**src/hdl/i2cbd_pkg.sv**
```systemverilog
`default_nettype none
// ----------------------------------------------------------------------------
// I2C baud divider search package
// Shared widths, search limits and the request and response types of the
// bit-serial divider.
// ----------------------------------------------------------------------------
package i2cbd_pkg;

  localparam int unsigned RATE_W = 22;
  localparam int unsigned CLK_W  = 32;
  localparam int unsigned DIV_W  = 16;
  localparam int unsigned SCL_W  = 3;
  localparam int unsigned PROD_W = 27;
  localparam int unsigned CNT_W  = 5;

  localparam logic [3:0] SCL_FIRST = 4'd9;
  localparam logic [3:0] SCL_LAST  = 4'd2;

  typedef struct packed {
    logic              start;
    logic [CLK_W-1:0]  dividend;
    logic [PROD_W-1:0] divisor;
  } div_req_t;

  typedef struct packed {
    logic              done;
    logic [CLK_W-1:0]  quotient;
    logic [PROD_W-1:0] remainder;
  } div_rsp_t;

endpackage
`default_nettype wire

```
**src/hdl/i2cbd_if.sv**
```systemverilog
`default_nettype none
// ----------------------------------------------------------------------------
// I2C baud divider search channels
// Valid/ready channels for the request beat and the result beat.
// ----------------------------------------------------------------------------
interface i2cbd_in_if;
  logic                       valid;
  logic                       ready;
  logic [i2cbd_pkg::RATE_W-1:0] bit_rate;
  logic [i2cbd_pkg::CLK_W-1:0]  source_clock;

  modport source (output valid, output bit_rate, output source_clock, input ready);
  modport sink   (input valid, input bit_rate, input source_clock, output ready);
endinterface

interface i2cbd_out_if;
  logic                        valid;
  logic                        ready;
  logic [i2cbd_pkg::DIV_W-1:0] divider_field;
  logic [i2cbd_pkg::SCL_W-1:0] scl_time_field;
  logic [i2cbd_pkg::CLK_W-1:0] residual_error;

  modport source (output valid, output divider_field, output scl_time_field,
                  output residual_error, input ready);
  modport sink   (input valid, input divider_field, input scl_time_field,
                  input residual_error, output ready);
endinterface
`default_nettype wire

```
**src/hdl/i2cbd_serial_div.sv**
```systemverilog
`default_nettype none
// ----------------------------------------------------------------------------
// I2C baud divider search: bit-serial divider
// Restoring division producing one quotient bit per cycle.
// ----------------------------------------------------------------------------
module i2cbd_serial_div (
  input  wire logic                clk,
  input  wire logic                rst_n,
  input  wire i2cbd_pkg::div_req_t req,
  output i2cbd_pkg::div_rsp_t      rsp
);

  localparam int unsigned CW = i2cbd_pkg::CLK_W;
  localparam int unsigned PW = i2cbd_pkg::PROD_W;
  localparam int unsigned NW = i2cbd_pkg::CNT_W;

  logic          busy_r, busy_nxt;
  logic          done_r, done_nxt;
  logic [NW-1:0] cnt_r, cnt_nxt;
  logic [CW-1:0] quo_r, quo_nxt;
  logic [PW-1:0] rem_r, rem_nxt;
  logic [PW-1:0] dvs_r, dvs_nxt;
  logic [PW:0]   shifted;
  logic [PW+1:0] diff;

  assign shifted = {rem_r, quo_r[CW-1]};
  assign diff    = {1'b0, shifted} - {2'b00, dvs_r};

  always_comb begin
    busy_nxt = busy_r;
    done_nxt = 1'b0;
    cnt_nxt  = cnt_r;
    quo_nxt  = quo_r;
    rem_nxt  = rem_r;
    dvs_nxt  = dvs_r;
    if (req.start) begin
      busy_nxt = 1'b1;
      cnt_nxt  = '0;
      quo_nxt  = req.dividend;
      rem_nxt  = '0;
      dvs_nxt  = req.divisor;
    end else if (busy_r) begin
      if (!diff[PW+1]) begin
        rem_nxt = diff[PW-1:0];
        quo_nxt = {quo_r[CW-2:0], 1'b1};
      end else begin
        rem_nxt = shifted[PW-1:0];
        quo_nxt = {quo_r[CW-2:0], 1'b0};
      end
      if (cnt_r == NW'(CW - 1)) begin
        busy_nxt = 1'b0;
        done_nxt = 1'b1;
      end else begin
        cnt_nxt = cnt_r + NW'(1);
      end
    end
  end

  always_ff @(posedge clk) begin
    if (!rst_n) begin
      busy_r <= 1'b0;
      done_r <= 1'b0;
      cnt_r  <= '0;
    end else begin
      busy_r <= busy_nxt;
      done_r <= done_nxt;
      cnt_r  <= cnt_nxt;
    end
  end

  always_ff @(posedge clk) begin
    quo_r <= quo_nxt;
    rem_r <= rem_nxt;
    dvs_r <= dvs_nxt;
  end

  assign rsp.done      = done_r;
  assign rsp.quotient  = quo_r;
  assign rsp.remainder = rem_r;

`ifndef ASSERT_OFF
  a_start_idle: assert property (@(posedge clk) disable iff (!rst_n)
    req.start |-> !busy_r)
    else $error("Division started while the divider was busy.");
  a_last_step_done: assert property (@(posedge clk) disable iff (!rst_n)
    (busy_r && !req.start && cnt_r == NW'(CW - 1)) |=> (done_r && !busy_r))
    else $error("Divider did not finish after its last step.");
  a_done_not_busy: assert property (@(posedge clk) disable iff (!rst_n)
    done_r |-> !busy_r)
    else $error("Divider flagged done while still busy.");
`endif

endmodule
`default_nettype wire

```
**src/hdl/i2c_baud_divider_search.sv**
```systemverilog
`default_nettype none
// Each SCL count tried passes through the start, run and evaluate states; the
// search then ends in the final state, which raises the result beat's valid.
// A new request is taken only in idle, after the last result beat is registered;
// a result beat still waiting for ready holds the search in its final step.
// Reset (synchronous, active low) returns the sequencer to idle and drops the
// result beat's valid.
// ----------------------------------------------------------------------------
// I2C baud divider search
// Tries SCL half-period counts from nine down to two, stopping at a zero error
// or oversized quotient, and keeps the divider of lowest residual clock error.
// ----------------------------------------------------------------------------
module i2c_baud_divider_search (
  input  wire logic   clk,
  input  wire logic   rst_n,
  i2cbd_in_if.sink    in_ch,
  i2cbd_out_if.source out_ch
);

  localparam int unsigned RW = i2cbd_pkg::RATE_W;
  localparam int unsigned CW = i2cbd_pkg::CLK_W;
  localparam int unsigned DW = i2cbd_pkg::DIV_W;
  localparam int unsigned PW = i2cbd_pkg::PROD_W;

  localparam logic [2:0] ST_IDLE  = 3'd0;
  localparam logic [2:0] ST_START = 3'd1;
  localparam logic [2:0] ST_RUN   = 3'd2;
  localparam logic [2:0] ST_EVAL  = 3'd3;
  localparam logic [2:0] ST_FIN   = 3'd4;

  logic [2:0]    state_r, state_nxt;
  logic [3:0]    scl_r, scl_nxt;
  logic          have_r, have_nxt;
  logic          out_valid_r, out_valid_nxt;
  logic [RW-1:0] rate_r, rate_nxt;
  logic [CW-1:0] clk_r, clk_nxt;
  logic [PW-1:0] prod_r, prod_nxt;
  logic [DW-1:0] best_div_r, best_div_nxt;
  logic [3:0]    kept_scl_r, kept_scl_nxt;
  logic [CW-1:0] best_err_r, best_err_nxt;
  logic [DW-1:0] out_div_r, out_div_nxt;
  logic [i2cbd_pkg::SCL_W-1:0] out_scl_r, out_scl_nxt;
  logic [CW-1:0] out_err_r, out_err_nxt;

  logic          accept;
  logic          q_big;
  logic [DW-1:0] div_v;
  logic [CW-1:0] err_v;
  logic          out_free;

  i2cbd_pkg::div_req_t div_req;
  i2cbd_pkg::div_rsp_t div_rsp;

  i2cbd_serial_div u_div (
    .clk   (clk),
    .rst_n (rst_n),
    .req   (div_req),
    .rsp   (div_rsp)
  );

  assign accept   = in_ch.valid && in_ch.ready;
  assign out_free = !out_valid_r || out_ch.ready;

  assign div_req.start    = (state_r == ST_START);
  assign div_req.dividend = clk_r;
  assign div_req.divisor  = prod_r;

  assign q_big = (div_rsp.quotient[CW-1:DW] != '0);
  assign div_v = q_big ? '0 : div_rsp.quotient[DW-1:0];
  assign err_v = q_big ? (clk_r - {prod_r[CW-DW-1:0], {DW{1'b0}}})
                       : CW'(div_rsp.remainder);

  always_comb begin
    state_nxt     = state_r;
    scl_nxt       = scl_r;
    have_nxt      = have_r;
    out_valid_nxt = out_valid_r;
    rate_nxt      = rate_r;
    clk_nxt       = clk_r;
    prod_nxt      = prod_r;
    best_div_nxt  = best_div_r;
    kept_scl_nxt  = kept_scl_r;
    best_err_nxt  = best_err_r;
    out_div_nxt   = out_div_r;
    out_scl_nxt   = out_scl_r;
    out_err_nxt   = out_err_r;

    if (out_valid_r && out_ch.ready) begin
      out_valid_nxt = 1'b0;
    end

    unique case (state_r)
      ST_IDLE: begin
        if (accept) begin
          rate_nxt  = in_ch.bit_rate;
          clk_nxt   = in_ch.source_clock;
          prod_nxt  = {1'b0, in_ch.bit_rate, 4'b0000}
                    + {4'b0000, in_ch.bit_rate, 1'b0};
          scl_nxt   = i2cbd_pkg::SCL_FIRST;
          have_nxt  = 1'b0;
          state_nxt = ST_START;
        end
      end
      ST_START: begin
        state_nxt = ST_RUN;
      end
      ST_RUN: begin
        if (div_rsp.done) begin
          state_nxt = ST_EVAL;
        end
      end
      ST_EVAL: begin
        if (!have_r || (err_v < best_err_r)) begin
          best_div_nxt = div_v;
          kept_scl_nxt = scl_r;
          best_err_nxt = err_v;
          have_nxt     = 1'b1;
        end
        if ((err_v == '0) || q_big || (scl_r == i2cbd_pkg::SCL_LAST)) begin
          state_nxt = ST_FIN;
        end else begin
          scl_nxt   = scl_r - 4'd1;
          prod_nxt  = prod_r - {4'b0000, rate_r, 1'b0};
          state_nxt = ST_START;
        end
      end
      ST_FIN: begin
        if (out_free) begin
          out_div_nxt   = best_div_r - DW'(1);
          out_scl_nxt   = i2cbd_pkg::SCL_W'(kept_scl_r - i2cbd_pkg::SCL_LAST);
          out_err_nxt   = best_err_r;
          out_valid_nxt = 1'b1;
          state_nxt     = ST_IDLE;
        end
      end
      default: begin
        state_nxt = ST_IDLE;
      end
    endcase
  end

  always_ff @(posedge clk) begin
    if (!rst_n) begin
      state_r     <= ST_IDLE;
      have_r      <= 1'b0;
      out_valid_r <= 1'b0;
      scl_r       <= i2cbd_pkg::SCL_FIRST;
    end else begin
      state_r     <= state_nxt;
      have_r      <= have_nxt;
      out_valid_r <= out_valid_nxt;
      scl_r       <= scl_nxt;
    end
  end

  always_ff @(posedge clk) begin
    rate_r     <= rate_nxt;
    clk_r      <= clk_nxt;
    prod_r     <= prod_nxt;
    best_div_r <= best_div_nxt;
    kept_scl_r <= kept_scl_nxt;
    best_err_r <= best_err_nxt;
    out_div_r  <= out_div_nxt;
    out_scl_r  <= out_scl_nxt;
    out_err_r  <= out_err_nxt;
  end

  assign in_ch.ready           = (state_r == ST_IDLE);
  assign out_ch.valid          = out_valid_r;
  assign out_ch.divider_field  = out_div_r;
  assign out_ch.scl_time_field = out_scl_r;
  assign out_ch.residual_error = out_err_r;

`ifndef ASSERT_OFF
  a_scl_range: assert property (@(posedge clk) disable iff (!rst_n)
    (state_r != ST_IDLE) |-> (scl_r >= i2cbd_pkg::SCL_LAST && scl_r <= i2cbd_pkg::SCL_FIRST))
    else $error("SCL count left the search range.");
  a_done_in_run: assert property (@(posedge clk) disable iff (!rst_n)
    div_rsp.done |-> (state_r == ST_RUN))
    else $error("Divider finished outside the run state.");
  a_fin_emits: assert property (@(posedge clk) disable iff (!rst_n)
    (state_r == ST_FIN && out_free) |=> (out_valid_r && state_r == ST_IDLE))
    else $error("Finished search did not present a result beat.");
  a_best_after_eval: assert property (@(posedge clk) disable iff (!rst_n)
    (state_r == ST_EVAL) |=> have_r)
    else $error("Evaluation did not record a candidate.");
`endif

endmodule
`default_nettype wire
```
**src/flat_wrapper.sv**
```systemverilog
// flat-port wrapper written by rule: the top's interface ports become plain ports
module i2c_baud_divider_search_flat 
  (clk, rst_n, in_ch_valid, in_ch_bit_rate, in_ch_source_clock, in_ch_ready, out_ch_valid, out_ch_divider_field, out_ch_scl_time_field, out_ch_residual_error, out_ch_ready);
  i2cbd_in_if in_ch_i ();
  i2cbd_out_if out_ch_i ();
  input  wire logic clk;
  input  wire logic rst_n;
  input wire logic [$bits(in_ch_i.valid)-1:0] in_ch_valid;
  input wire logic [$bits(in_ch_i.bit_rate)-1:0] in_ch_bit_rate;
  input wire logic [$bits(in_ch_i.source_clock)-1:0] in_ch_source_clock;
  output wire logic [$bits(in_ch_i.ready)-1:0] in_ch_ready;
  output wire logic [$bits(out_ch_i.valid)-1:0] out_ch_valid;
  output wire logic [$bits(out_ch_i.divider_field)-1:0] out_ch_divider_field;
  output wire logic [$bits(out_ch_i.scl_time_field)-1:0] out_ch_scl_time_field;
  output wire logic [$bits(out_ch_i.residual_error)-1:0] out_ch_residual_error;
  input wire logic [$bits(out_ch_i.ready)-1:0] out_ch_ready;
  assign in_ch_i.valid = in_ch_valid;
  assign in_ch_i.bit_rate = in_ch_bit_rate;
  assign in_ch_i.source_clock = in_ch_source_clock;
  assign in_ch_ready = in_ch_i.ready;
  assign out_ch_valid = out_ch_i.valid;
  assign out_ch_divider_field = out_ch_i.divider_field;
  assign out_ch_scl_time_field = out_ch_i.scl_time_field;
  assign out_ch_residual_error = out_ch_i.residual_error;
  assign out_ch_i.ready = out_ch_ready;
  i2c_baud_divider_search u_core (.clk(clk), .rst_n(rst_n), .in_ch(in_ch_i), .out_ch(out_ch_i));
endmodule
```
**config.mk**
```make
export PLATFORM = sky130hd
export DESIGN_NAME = i2c_baud_divider_search_flat
export DESIGN_NICKNAME = d
export VERILOG_FILES = /design/src/hdl/i2cbd_pkg.sv /design/src/hdl/i2cbd_if.sv /design/src/hdl/i2cbd_serial_div.sv /design/src/hdl/i2c_baud_divider_search.sv /design/src/flat_wrapper.sv
export SDC_FILE = /design/constraint.sdc
export NUM_CORES = 1
export LEC_CHECK = 0
export BUFFER_PORTS_ARGS = -buffer_cell sky130_fd_sc_hd__buf_4
export CAP_MARGIN = 10
export CORE_MARGIN = 5
export CORE_UTILIZATION = 61
export CTS_CLUSTER_DIAMETER = 40
export DETAILED_ROUTE_END_ITERATION = 10
export PLACE_DENSITY = 0.81
export SLEW_MARGIN = 20
export SYNTH_ARGS = -nofsm -noshare
export SYNTH_HDL_FRONTEND = slang
export SYNTH_SLANG_ARGS = --single-unit
```
**constraint.sdc**
```tcl
create_clock -name clk -period 8.5 [get_ports clk]
set_input_delay 0.425 -clock clk [delete_from_list [all_inputs] [get_ports clk]]
set_output_delay 0.425 -clock clk [all_outputs]
set_load 0.005 [all_outputs]
```
; ---- Word-level counts from Yosys, hierarchy flattened
; Cells that the tools add are included.
[word_totals]
ff_bits = 285
latchBits = 0
ramBits = 0
mem_bits_ro = 0
output_inout_bits = 53
elab_cells = 90
memories = 0
[classes]
add_sub_neg = 8
n_mul = 0
div = 0
order_cmp = 1
eq_ne = 11
shifts = 0
n_mux = 26
bitwise = 3
n_reduce_logical = 22
[ops]
columns = op, n
row1 = 2-to-1 mux 32 bit, 3
row2 = 2-to-1 mux 27 bit, 3
row3 = case mux 27 bit (2 select lines), 1
row4 = logical NOT 32 bit, 1
row5 = less-than comparator 32 bit, 1
row6 = subtractor 32 bit, 1
row7 = subtractor 28 x 27 -> 29 bit, 1
row8 = adder 26 x 23 -> 27 bit, 1
row9 = subtractor 27 x 23 -> 27 bit, 1
row10 = nonzero test 16 bit, 1
row11 = subtractor 16 x 1 -> 16 bit (second input constant), 1
row12 = case mux 3 bit (5 select lines), 1
row13 = 2-to-1 mux 3 bit, 4
row14 = 2-to-1 mux 1 bit, 10
row15 = AND reduction 3 bit, 3
row16 = 2-to-1 mux 4 bit, 2
row17 = case mux 4 bit (2 select lines), 1
row18 = AND reduction 2 bit, 4
row19 = equality test 3 x 2 -> 1 bit (second input constant), 2
row20 = != test 2 bit (second input constant), 3
row21 = adder 5 x 1 -> 5 bit (second input constant), 1
row22 = equality test 5 bit (second input constant), 1
row23 = equality test 4 x 2 -> 1 bit (second input constant), 1
row24 = logical OR 1 bit, 4
row25 = other kinds (13), 19

; ---- Logic depth before layout (Yosys ltp)
; Gate-level depths: netlist of the first run.
[logic_depth]
ltp_word = 7
mapped_depth = 23
ltp_nobuf = 23

; ---- Hierarchy
; From an unflattened synthesis of the first run, not the netlist that was laid out.
[hier_totals]
cells_unflattened = 1435
hier_area_um2 = 15772.6
[by_module_without_submodules]
columns = mod, instances, cells_per_inst, area_each_um2
row1 = i2c_baud_divider_search, 1, 975, 10720.3
row2 = i2cbd_serial_div, 1, 460, 5052.3

; ---- Worst setup path before layout of the first run
; No wires, ideal clock.
[synth_path]
path_type = register to register
start = reg u_core.clk_r[17]
end = reg u_core.best_div_r[0] (enable)
arrival_time_ps = 5441
path_slack_ps = 2605
path_stages_with_launch = 24
n_path_buf = 0
path_cell_list = edfxtp_1 inv_1 ha_1 inv_1 fa_1 a21o_1 a21oi_1 o21bai_1 a31o_2 a21oi_1 xnor2_1 nand2_1 nand2_1 ha_1 a21o_1 a21oi_1 nor2b_1 o21ai_0 nand2b_1 a21oi_1 nor2b_1 o21ai_0 nand2b_1 a211oi_2
[synth_via]
elab_chain_len = 5
[synth_rtl]
columns = item, line_no
row1 = from (decl), i2c_baud_divider_search.sv:36  ; logic [CW-1:0] clk_r, clk_nxt;
row2 = from (signal assigned), i2c_baud_divider_search.sv:158  ; clk_r <= clk_nxt;
row3 = subtractor 32 bit, i2c_baud_divider_search.sv:70  ; assign err_v = q_big ? (clk_r - {prod_r[CW-DW-1:0], {DW{1'b0}}})
row4 = 2-to-1 mux 32 bit, i2c_baud_divider_search.sv:70
row5 = named net u_core.err_v[25], i2c_baud_divider_search.sv:48  ; logic [CW-1:0] err_v;
row6 = less-than comparator 32 bit, i2c_baud_divider_search.sv:113  ; if (!have_r || (err_v < best_err_r)) begin
row7 = logical OR 1 bit, i2c_baud_divider_search.sv:113
row8 = AND reduction 2 bit (no source line), -
row9 = to (signal assigned), i2c_baud_divider_search.sv:160  ; best_div_r <= best_div_nxt;
row10 = to (decl), i2c_baud_divider_search.sv:38  ; logic [DW-1:0] best_div_r, best_div_nxt;
; The timed path passes the listed nets, and every way through them passes these cells.
; A chain may end at the register's enable or synchronous reset.

; ---- Worst setup path after layout of the first run
[layout_path]
start = reg u_core.prod_r[2]
end = reg u_core.best_err_r[11] (enable)
[layout_via]
elab_chain_len = 5
[layout_rtl]
columns = item, line_no
row1 = from (decl), i2c_baud_divider_search.sv:37  ; logic [PW-1:0] prod_r, prod_nxt;
row2 = from (signal assigned), i2c_baud_divider_search.sv:159  ; prod_r <= prod_nxt;
row3 = subtractor 32 bit, i2c_baud_divider_search.sv:70
row4 = 2-to-1 mux 32 bit, i2c_baud_divider_search.sv:70
row5 = named net u_core.err_v[26], i2c_baud_divider_search.sv:48
row6 = less-than comparator 32 bit, i2c_baud_divider_search.sv:113
row7 = logical OR 1 bit, i2c_baud_divider_search.sv:113
row8 = AND reduction 2 bit (no source line), -
row9 = to (signal assigned), i2c_baud_divider_search.sv:162  ; best_err_r <= best_err_nxt;
row10 = to (decl), i2c_baud_divider_search.sv:40  ; logic [CW-1:0] best_err_r, best_err_nxt;
; The timed path passes the listed nets, and every way through them passes these cells.

==> results of run 1 <==
==> flip-flops by register name, summed over array words and instances (netlist names), 5 cells and up <==
register and count:
u_core.prod_r 26, u_core.u_div.dvs_r 26, u_core.out_ch.divider_field 16, u_core.clk_r 32, u_core.u_div.cnt_r 5, u_core.best_div_r 16, u_core.best_err_r 32, u_core.rate_r 22
u_core.out_ch.residual_error 32, u_core.u_div.rem_r 27, u_core.u_div.quo_r 32
==> cell families (layout without fill, tap and decap cells) <==
kind of cell / Yosys count / in the layout / synth area share, %
XOR/XNOR: 80 / 80 / 4.54
AND/OR/NAND/NOR: 470 / 470 / 14.4
multiplexers: 15 / 15 / 1.01
buffers and inverters: 163 / 303 / 4.13
AO/OA/AOI/OAI: 336 / 336 / 13.7
adder cells (fa/ha/maj): 121 / 121 / 9.99
flip-flops: 283 / 283 / 52.2
==> per-layer routing <==
| metal | part of all wire [%] | vias to the layer above | track usage [%] | routed length [um] |
|---|---|---|---|---|
| met5 | 0 | - | 0 | 0 |
| met4 | 4.1 | 0 | 9.63 | 1470 |
| met3 | 6.6 | 92 | 3.61 | 2340 |
| met2 | 49 | 427 | 42.0 | 17300 |
| met1 | 40 | 5435 | 31.6 | 14300 |
| li1 | - | 5502 | - | - |
==> stage by stage <==
step / hold slack, ns / util [%] / setup slack (ns) / instances / power, mW
4_1_cts: 0.0639 / 71.1 / 3.03 / 1938 / 4.59
2_1_floorplan: 0.400 / - / 2.60 / 1468 / 2.77
3_5_place_dp: 0.429 / 66.3 / 3.47 / 1874 / 3.05
5_1_grt: 0.0634 / 71.2 / 2.60 / 1938 / 4.83
6_report: 0.0756 / 71.2 / 2.95 / 1938 / 4.59
3_3_place_gp: 0.432 / 66.3 / 3.64 / 1874 / 3.01
==> path summary, 6_finish.rpt <==
kind / from / end / slack (ns) / cells after the start
max reg2reg: u_core.prod_r[2] / u_core.best_err_r[11] / 2.95 / 21
max: u_core.prod_r[2] / u_core.best_err_r[11] / 2.95 / 21
min reg2reg: u_core.best_err_r[18] / u_core.out_ch.residual_error[18] / 0.44 / 0
min: in_ch_source_clock[31] / u_core.clk_r[31] / 0.08 / 1
==> power by group through the flow <==
stage,Clock [mW],Sequential (mW),Combinational [mW]
final,1.52,1.82,1.25
after global routing,1.60,1.83,1.40
after CTS,1.54,1.81,1.24
after detailed placement,0,1.84,1.21
after global placement,0,1.83,1.17
after floorplan,0,1.78,0.990
==> final cells by class <==
| cell class | count | share of cell area (%) |
|---|---|---|
| flip-flops and latches | 283 | 45.3 |
| multi-input cells | 1022 | 38.0 |
| clock buffers | 43 | 5.56 |
| repair buffers | 121 | 5.10 |
| inverters | 118 | 2.49 |
| well taps | 330 | 2.32 |
| clock inverters | 21 | 1.26 |
==> placed cells by master, fill, tap and decap left out, types with 5 or more instances in the layout <==
master and count:
ha_1 117, mux2i_1 13, and2_1 21, o21ai_0 80, or2_2 8, buf_4 121, a211oi_1 8, nor4_1 17
dfxtp_1 43, xnor2_1 45, o21bai_1 5, nand2b_1 28, or3_1 5, clkbuf_16 39, a21o_1 39, nor3_1 20
and3_1 12, nor2_1 76, o31ai_1 7, nand4_1 14, inv_1 116, nand2_1 216, a31oi_1 14, o21a_1 15
nand3_1 16, o211ai_1 9, clkinv_1 6, nor2b_1 18, a21oi_1 112, edfxtp_1 240, xor2_1 35
==> summary.md, run 1 <==
| Metric | Value |
|---|---|
| CP Launch Type | flip-flop |
| GRT overflow | 0 |
| Fillers | roughly 1.8k |
| Cell taking the most area after synthesis | edfxtp_1 |
| Power Density | 258 nW/um2 |
| Antenna fix cells | 0 |
| Later-pin clock latency in the skew report | 0.52 ns |
| Chip height | 169 um |
| Crit-path cells | inv_1 > ha_1 > nor2b_1 > o21ai_0 > a21boi_1 > o211ai_1 > a21oi_1 > o21ai_0 > a21boi_0 > o31ai_1 > ha_1 > a21oi_1 > nor2b_1 > o21ai_0 > nand2b_1 > a21oi_1 > nor2b_1 > o21ai_0 > nand2b_1 > a211oi_4 > buf_4 |
| EDFF count, synth | 240 |
| CTS Root Cell | clkbuf_16 |
| Vias per std cell | approximately 6 |
| Largest net degree at the start of global routing | between 50 and 60 |
| Synth warnings | 0 |
| Data required, critical path | between 8 and 9 ns |
| Register area share after synthesis | 52.2% |
| Vias | 11.5k |
| Status | finished, final reports clean |
| Final #Nets | 1762 |
| Setup TNS | 0 ns |
| Multi-input gate area | 6770 um2 |
| Cell family with most CP delay | compound AO/OA/AOI/OAI gates |
| Post-Syn Nets | 1647 |
| Internal | 3.14 mW |
| Library cells used by synthesis | 76 |
| Initial DRC Count | between 900 and 1k |
| Resized Gates After CTS | 0 |
| Average size of a mapped cell | roughly 11 um2 |
| Die W | 169 um |
| Area fraction of the dominant cell type after synthesis | 46.6% |
| Crit path kind | flip-flop to flip-flop |
| Switching power | 1.46 mW |
| Mapped cell area | 15400 um2 |
| Final Hold Viols | 0 |
| Synthesized flop and latch total | around 280 |
| Num rows | between 50 and 60 |
| Port buffer count | 110 |
| Buf+Inv Stages, Crit Path | 2 |
| Final instance area | between 15000 and 20000 um2 |
| IO Pins | 111 |
| Final Cycle Share | 65.2% |
| Register area | 8070 um2 |
| DRC violations left | 0 |
| Most numerous cell in the Yosys netlist | edfxtp_1 |
| DR WL/cell | 18.3 um |
| Peak supply drop | 0.000230 V |
| Crit-path max cell delay | between 0.5 and 0.6 ns |
| Dpl hpwl | between 20000 and 30000 um |
| Max FO, Critical Path | 47 |
| Hold buffer count at cts | 0 |
| Min Tclk post-route | 5.55 ns |
| Die area | 28600 um2 |
| Min-delay worst type | input port to flip-flop |
| # clock sinks | 283 |
| FFs w/ async S/R, synth | 0% |
| Crit. End Element | flip-flop |
| Final max-slew violation count | 0 |
| Initial antenna violation count | 0 |
| Clock power share | 33.2% |
| Top post-synthesis cells by count | edfxtp_1 (240), nand2_1 (216), inv_1 (118) |
| Clock tree from TritonCTS | built |
| CP Data Arrival Time | 5.67 ns |
| Setup Buffers After CTS | 0 |
| H-tree levels | 2 |
| Comb power frac | between 20% and 30% |
| Layout cells sized above 1 | around an eighth |
| Max Clock Skew | 0.0283 ns |
| Post-Route WL | 35400 um |
| Sequential share of power | 39.6% |
| Global-route wire length before repair | 56700 um |
| Synth Flop Type | edfxtp_1 |
| Max Freq | 180 MHz |
| Core area | 25000 um2 |
| Mapped Cells | 1468 |
| Slowest stage cell on the critical path | buf_4 |
| Leakage power | 7.62 nW |
| Tot GR Track Use | 24.5% |
| CTS buffer count | 37 |
| Synth area leaders | edfxtp_1 (47%), ha_1 (9.5%), dfxtp_1 (5.6%) |
| Setup violators final | 0 |
| Slew @ Worst Pin | 0.805 ns |
| Vias in the first global route | 11.1k |
| DRT Pass-1 Iters | 5 |
| Reg clk slew, reported paths | 0.06 ns |
| Post-DRT Antenna Nets | 0 |
| RSZ-0062 raised after global routing | false |
| Worst relative slew slack | 46.2% |
| Worst-case clock buffer depth | 3 |
| Placed instance area | approximately 17000 um2 |
| Sw frac | 31.7% |
| Starting density of the core | 61.7% |
| Placer Congestion | 0.956 |
| Maxcap violations | 0 |
| Area growth syn-to-layout | 15.3% |
| Worst path most repeated cell | o21ai_0 |
Power figures use the tool's default switching activity.
==> run 2: changes to the inputs <==
==> constraint.sdc (replaced) <==
create_clock -name clk -period 5.8 [get_ports clk]
set_input_delay 0.29 -clock clk [delete_from_list [all_inputs] [get_ports clk]]
set_output_delay 0.29 -clock clk [all_outputs]
set_load 0.005 [all_outputs]
==> run 2 against run 1 <==
Flip-flop and latch count unchanged. Sequential share of layout area decreased by 1.9 points. Combinational power increased by 50%. Register-to-register slack got worse by 2.1 ns. Core utilization increased by 3.1 points. Fmax increased by 13%. Critical path type unchanged. Global-route usage increased by 0.80 points. Sequential power increased by 47%. Largest power group unchanged. Highest routed layer unchanged. Count of clock-buffer cells in the layout increased by 10. Cell count increased by 3.6%. Critical endpoint is now u_core.best_err_r[9]. Non-clock buffer count increased by 58. Worst hold slack got worse by 0.048 ns.
==> summary.md, run 2 (synthesis gave the netlist of run 1 again) <==
| Metric | Value |
|---|---|
| Die area | 28600 um2 (unchanged) |
| GRT overflow | 0 (unchanged) |
| Worst-case clock buffer depth | 3 (unchanged) |
| Buf+Inv Stages, Crit Path | 2 (unchanged) |
| Met3 Use GR | 4.52% (+0.91 points) |
| Core area | 25000 um2 (unchanged) |
| CP Data Arrival Time | 5.07 ns (-0.60 ns) |
| Min Tclk post-route | 4.92 ns (-0.630 ns) |
| Leakage power | 7.96 nW (+4.4%) |
| Final Hold Viols | 0 (unchanged) |
| Sw frac | 31.1% (-0.58 points) |
| Final max-slew violation count | 0 (unchanged) |
| Tot GR Track Use | 25.3% (+0.80 points) |
| Commonest non-fill, non-tap cell in the layout | edfxtp_1 |
| IO Pins | 111 (unchanged) |
| Max Clock Skew | 0.0169 ns (-0.0114 ns) |
| Max Freq | 203 MHz (+13%) |
| M1 GR Usage | 31.6% (about the same) |
| Placer Congestion | 0.931 (-2.7%) |
| Switching power | 2.20 mW (+51%) |
| Min-Delay Endpoint | u_core.scl_r[3] |
| Setup violators final | 0 (unchanged) |
| Setup TNS | 0 ns (unchanged) |
| CTS Root Cell | clkbuf_16 |
| CP Launch Type | flip-flop |
| Reg clk slew, reported paths | 0.05 ns (about the same) |
| Data required, critical path | 5.95 ns (-2.68 ns) |
| Antenna fix cells | 0 (unchanged) |
| Crit-path max cell delay | 0.49 ns (-0.09 ns) |
| Largest net degree at the start of global routing | 58 (unchanged) |
| RSZ-0062 raised after global routing | false |
| Worst path most repeated cell | o21ai_0 |
| Die W | 169 um (unchanged) |
| Port buffer count | 110 (unchanged) |
| Status | finished, final reports clean |
| DRC violations left | 0 (unchanged) |
| Clock power share | 35.7% (+2.5 points) |
| Chip height | 169 um (unchanged) |
| GRT Max-Usage Layer | met2 |
| DP Cell Count | 1878 (+0.21%) |
| Worst relative slew slack | 52.9% (+6.7 points) |
| Cell family with most CP delay | compound AO/OA/AOI/OAI gates |
| Slowest stage cell on the critical path | buf_4 |
| Min-delay worst type | input port to flip-flop |
| Internal | 4.85 mW (+55%) |
| Max FO, Critical Path | 40 (-15%) |
| Worst reg2reg path depth | 21 (unchanged) |
| Vias in the first global route | 11.6k (+4.3%) |
| Worst reg2reg path startpoint | u_core.prod_r[2] |
| Initial antenna violation count | 0 (unchanged) |
| Met2 usage in global routing | 41.9% (-0.16 points) |
| Crit. End Element | flip-flop |
| Initial DRC Count | 857 (-13%) |
| H-tree levels | 2 (unchanged) |
| RR Endpoint | u_core.best_err_r[9] |
| Vias per std cell | 5.83 (-1.4%) |
| Crit path kind | flip-flop to flip-flop |
| Post-DRT Antenna Nets | 0 (unchanged) |
| Starting density of the core | 61.7% (unchanged) |
| Peak supply drop | 0.000255 V (+11%) |
| Clock tree from TritonCTS | built |
| # clock sinks | 283 (unchanged) |
| Power Density | 379 nW/um2 (+47%) |
| Most frequent cells in the layout | edfxtp_1 (240), nand2_1 (216), buf_4 (125) |
| Reg2reg setup slack | 0.88 ns (-2.07 ns) |
| Crit-path cells | inv_1 > ha_1 > nor2b_1 > o21ai_0 > a21boi_1 > o211ai_1 > a21oi_1 > o21ai_0 > a21boi_0 > o31ai_1 > ha_1 > a21oi_1 > nor2b_1 > o21ai_0 > nand2b_1 > a21oi_1 > nor2b_1 > o21ai_0 > nand2b_1 > a211oi_4 > buf_4 |
| Global-route wire length before repair | 58400 um (+2.9%) |
| Comb power frac | 26.5% (-0.7 points) |
| Sequential share of power | 37.9% (-1.7 points) |
| Critical path origin | u_core.prod_r[2] |
| Resized Gates After CTS | 0 (unchanged) |
| Maxcap violations | 0 (unchanged) |
| Layout cells sized above 1 | 13.6% (+0.71 points) |
| DR WL/cell | 18.3 um (about the same) |
| DRT Pass-1 Iters | 6 (+1) |
| Num rows | 58 (unchanged) |
| Later-pin clock latency in the skew report | 0.53 ns (about the same) |
| Hold slack | 0.0273 ns (-0.0483 ns) |
| CTS buffer count | 41 (+11%) |
| Vias | 11.7k (+2.1%) |
| Area growth syn-to-layout | 20.4% |
| Dpl hpwl | 25500 um (+1.0%) |
| Hold Path Origin | rst_n |
| Slew @ Worst Pin | 0.706 ns (-0.0987 ns) |
| Setup Buffers After CTS | 0 (unchanged) |
| Final #Nets | 1824 (+3.5%) |
| Final Cycle Share | 84.7% (+20 points) |
| Hold Crit Depth | 2 (+1) |
| Post-Route WL | 36700 um (+3.7%) |
| Finished Layout Cells | 2008 (+3.6%) |
==> run 2: layer usage <==
metal,vias up,part of all wire [%]
met1,5499,40
met4,0,6.0
met2,446,47
met3,120,6.9
li1,5633,-
met5,-,0
==> run 2: per-stage QoR <==
stage / area [um2] / util [%] / worst slack (ns) / power [mW]
after floorplan: 15500 / - / 0.649 / 4.06
after global placement: 16600 / 66.4 / 1.15 / 4.42
after detailed placement: 16600 / 66.4 / 0.952 / 4.49
after CTS: 18600 / 74.3 / 0.934 / 7.04
after global routing: 18600 / 74.3 / 0.538 / 7.42
final: 18600 / 74.3 / 0.885 / 7.05
==> run 2: layout make-up <==
| cell class | instances | area (um2) |
|---|---|---|
| fillers | 1660 | 6440 |
| inverters | 118 | 443 |
| flip-flops and latches | 283 | 8070 |
| clock inverters | 23 | 260 |
| multi-input cells | 1022 | 6770 |
| well taps | 330 | 413 |
| repair buffers | 179 | 1480 |
| clock buffers | 53 | 1160 |
==> run 2: power by group through the flow <==
stage	sequential, mW	combinational (mW)	clock (mW)
2_1_floorplan	2.60	1.45	0
3_3_place_gp	2.69	1.72	0
3_5_place_dp	2.70	1.79	0
4_1_cts	2.66	1.85	2.53
5_1_grt	2.69	2.08	2.64
6_report	2.67	1.87	2.51
==> run 2: worst max-delay path by stage <==
stage,endpoint,slack (ns),depth (start not counted)
2_1_floorplan,u_core.best_div_r[0],0.65,23
3_3_place_gp,u_core.best_err_r[9],1.15,24
3_5_place_dp,u_core.best_err_r[9],0.95,21
4_1_cts,u_core.best_err_r[9],0.93,21
5_1_grt,u_core.best_err_r[8],0.54,21
6_report,u_core.best_err_r[9],0.88,21
==> run 2: timing repair <==
item / CTS / global route
hold endpoints to repair: 54 / 0
endpoints found under the setup margin: 0 / 0
hold buffers: 54 / 0
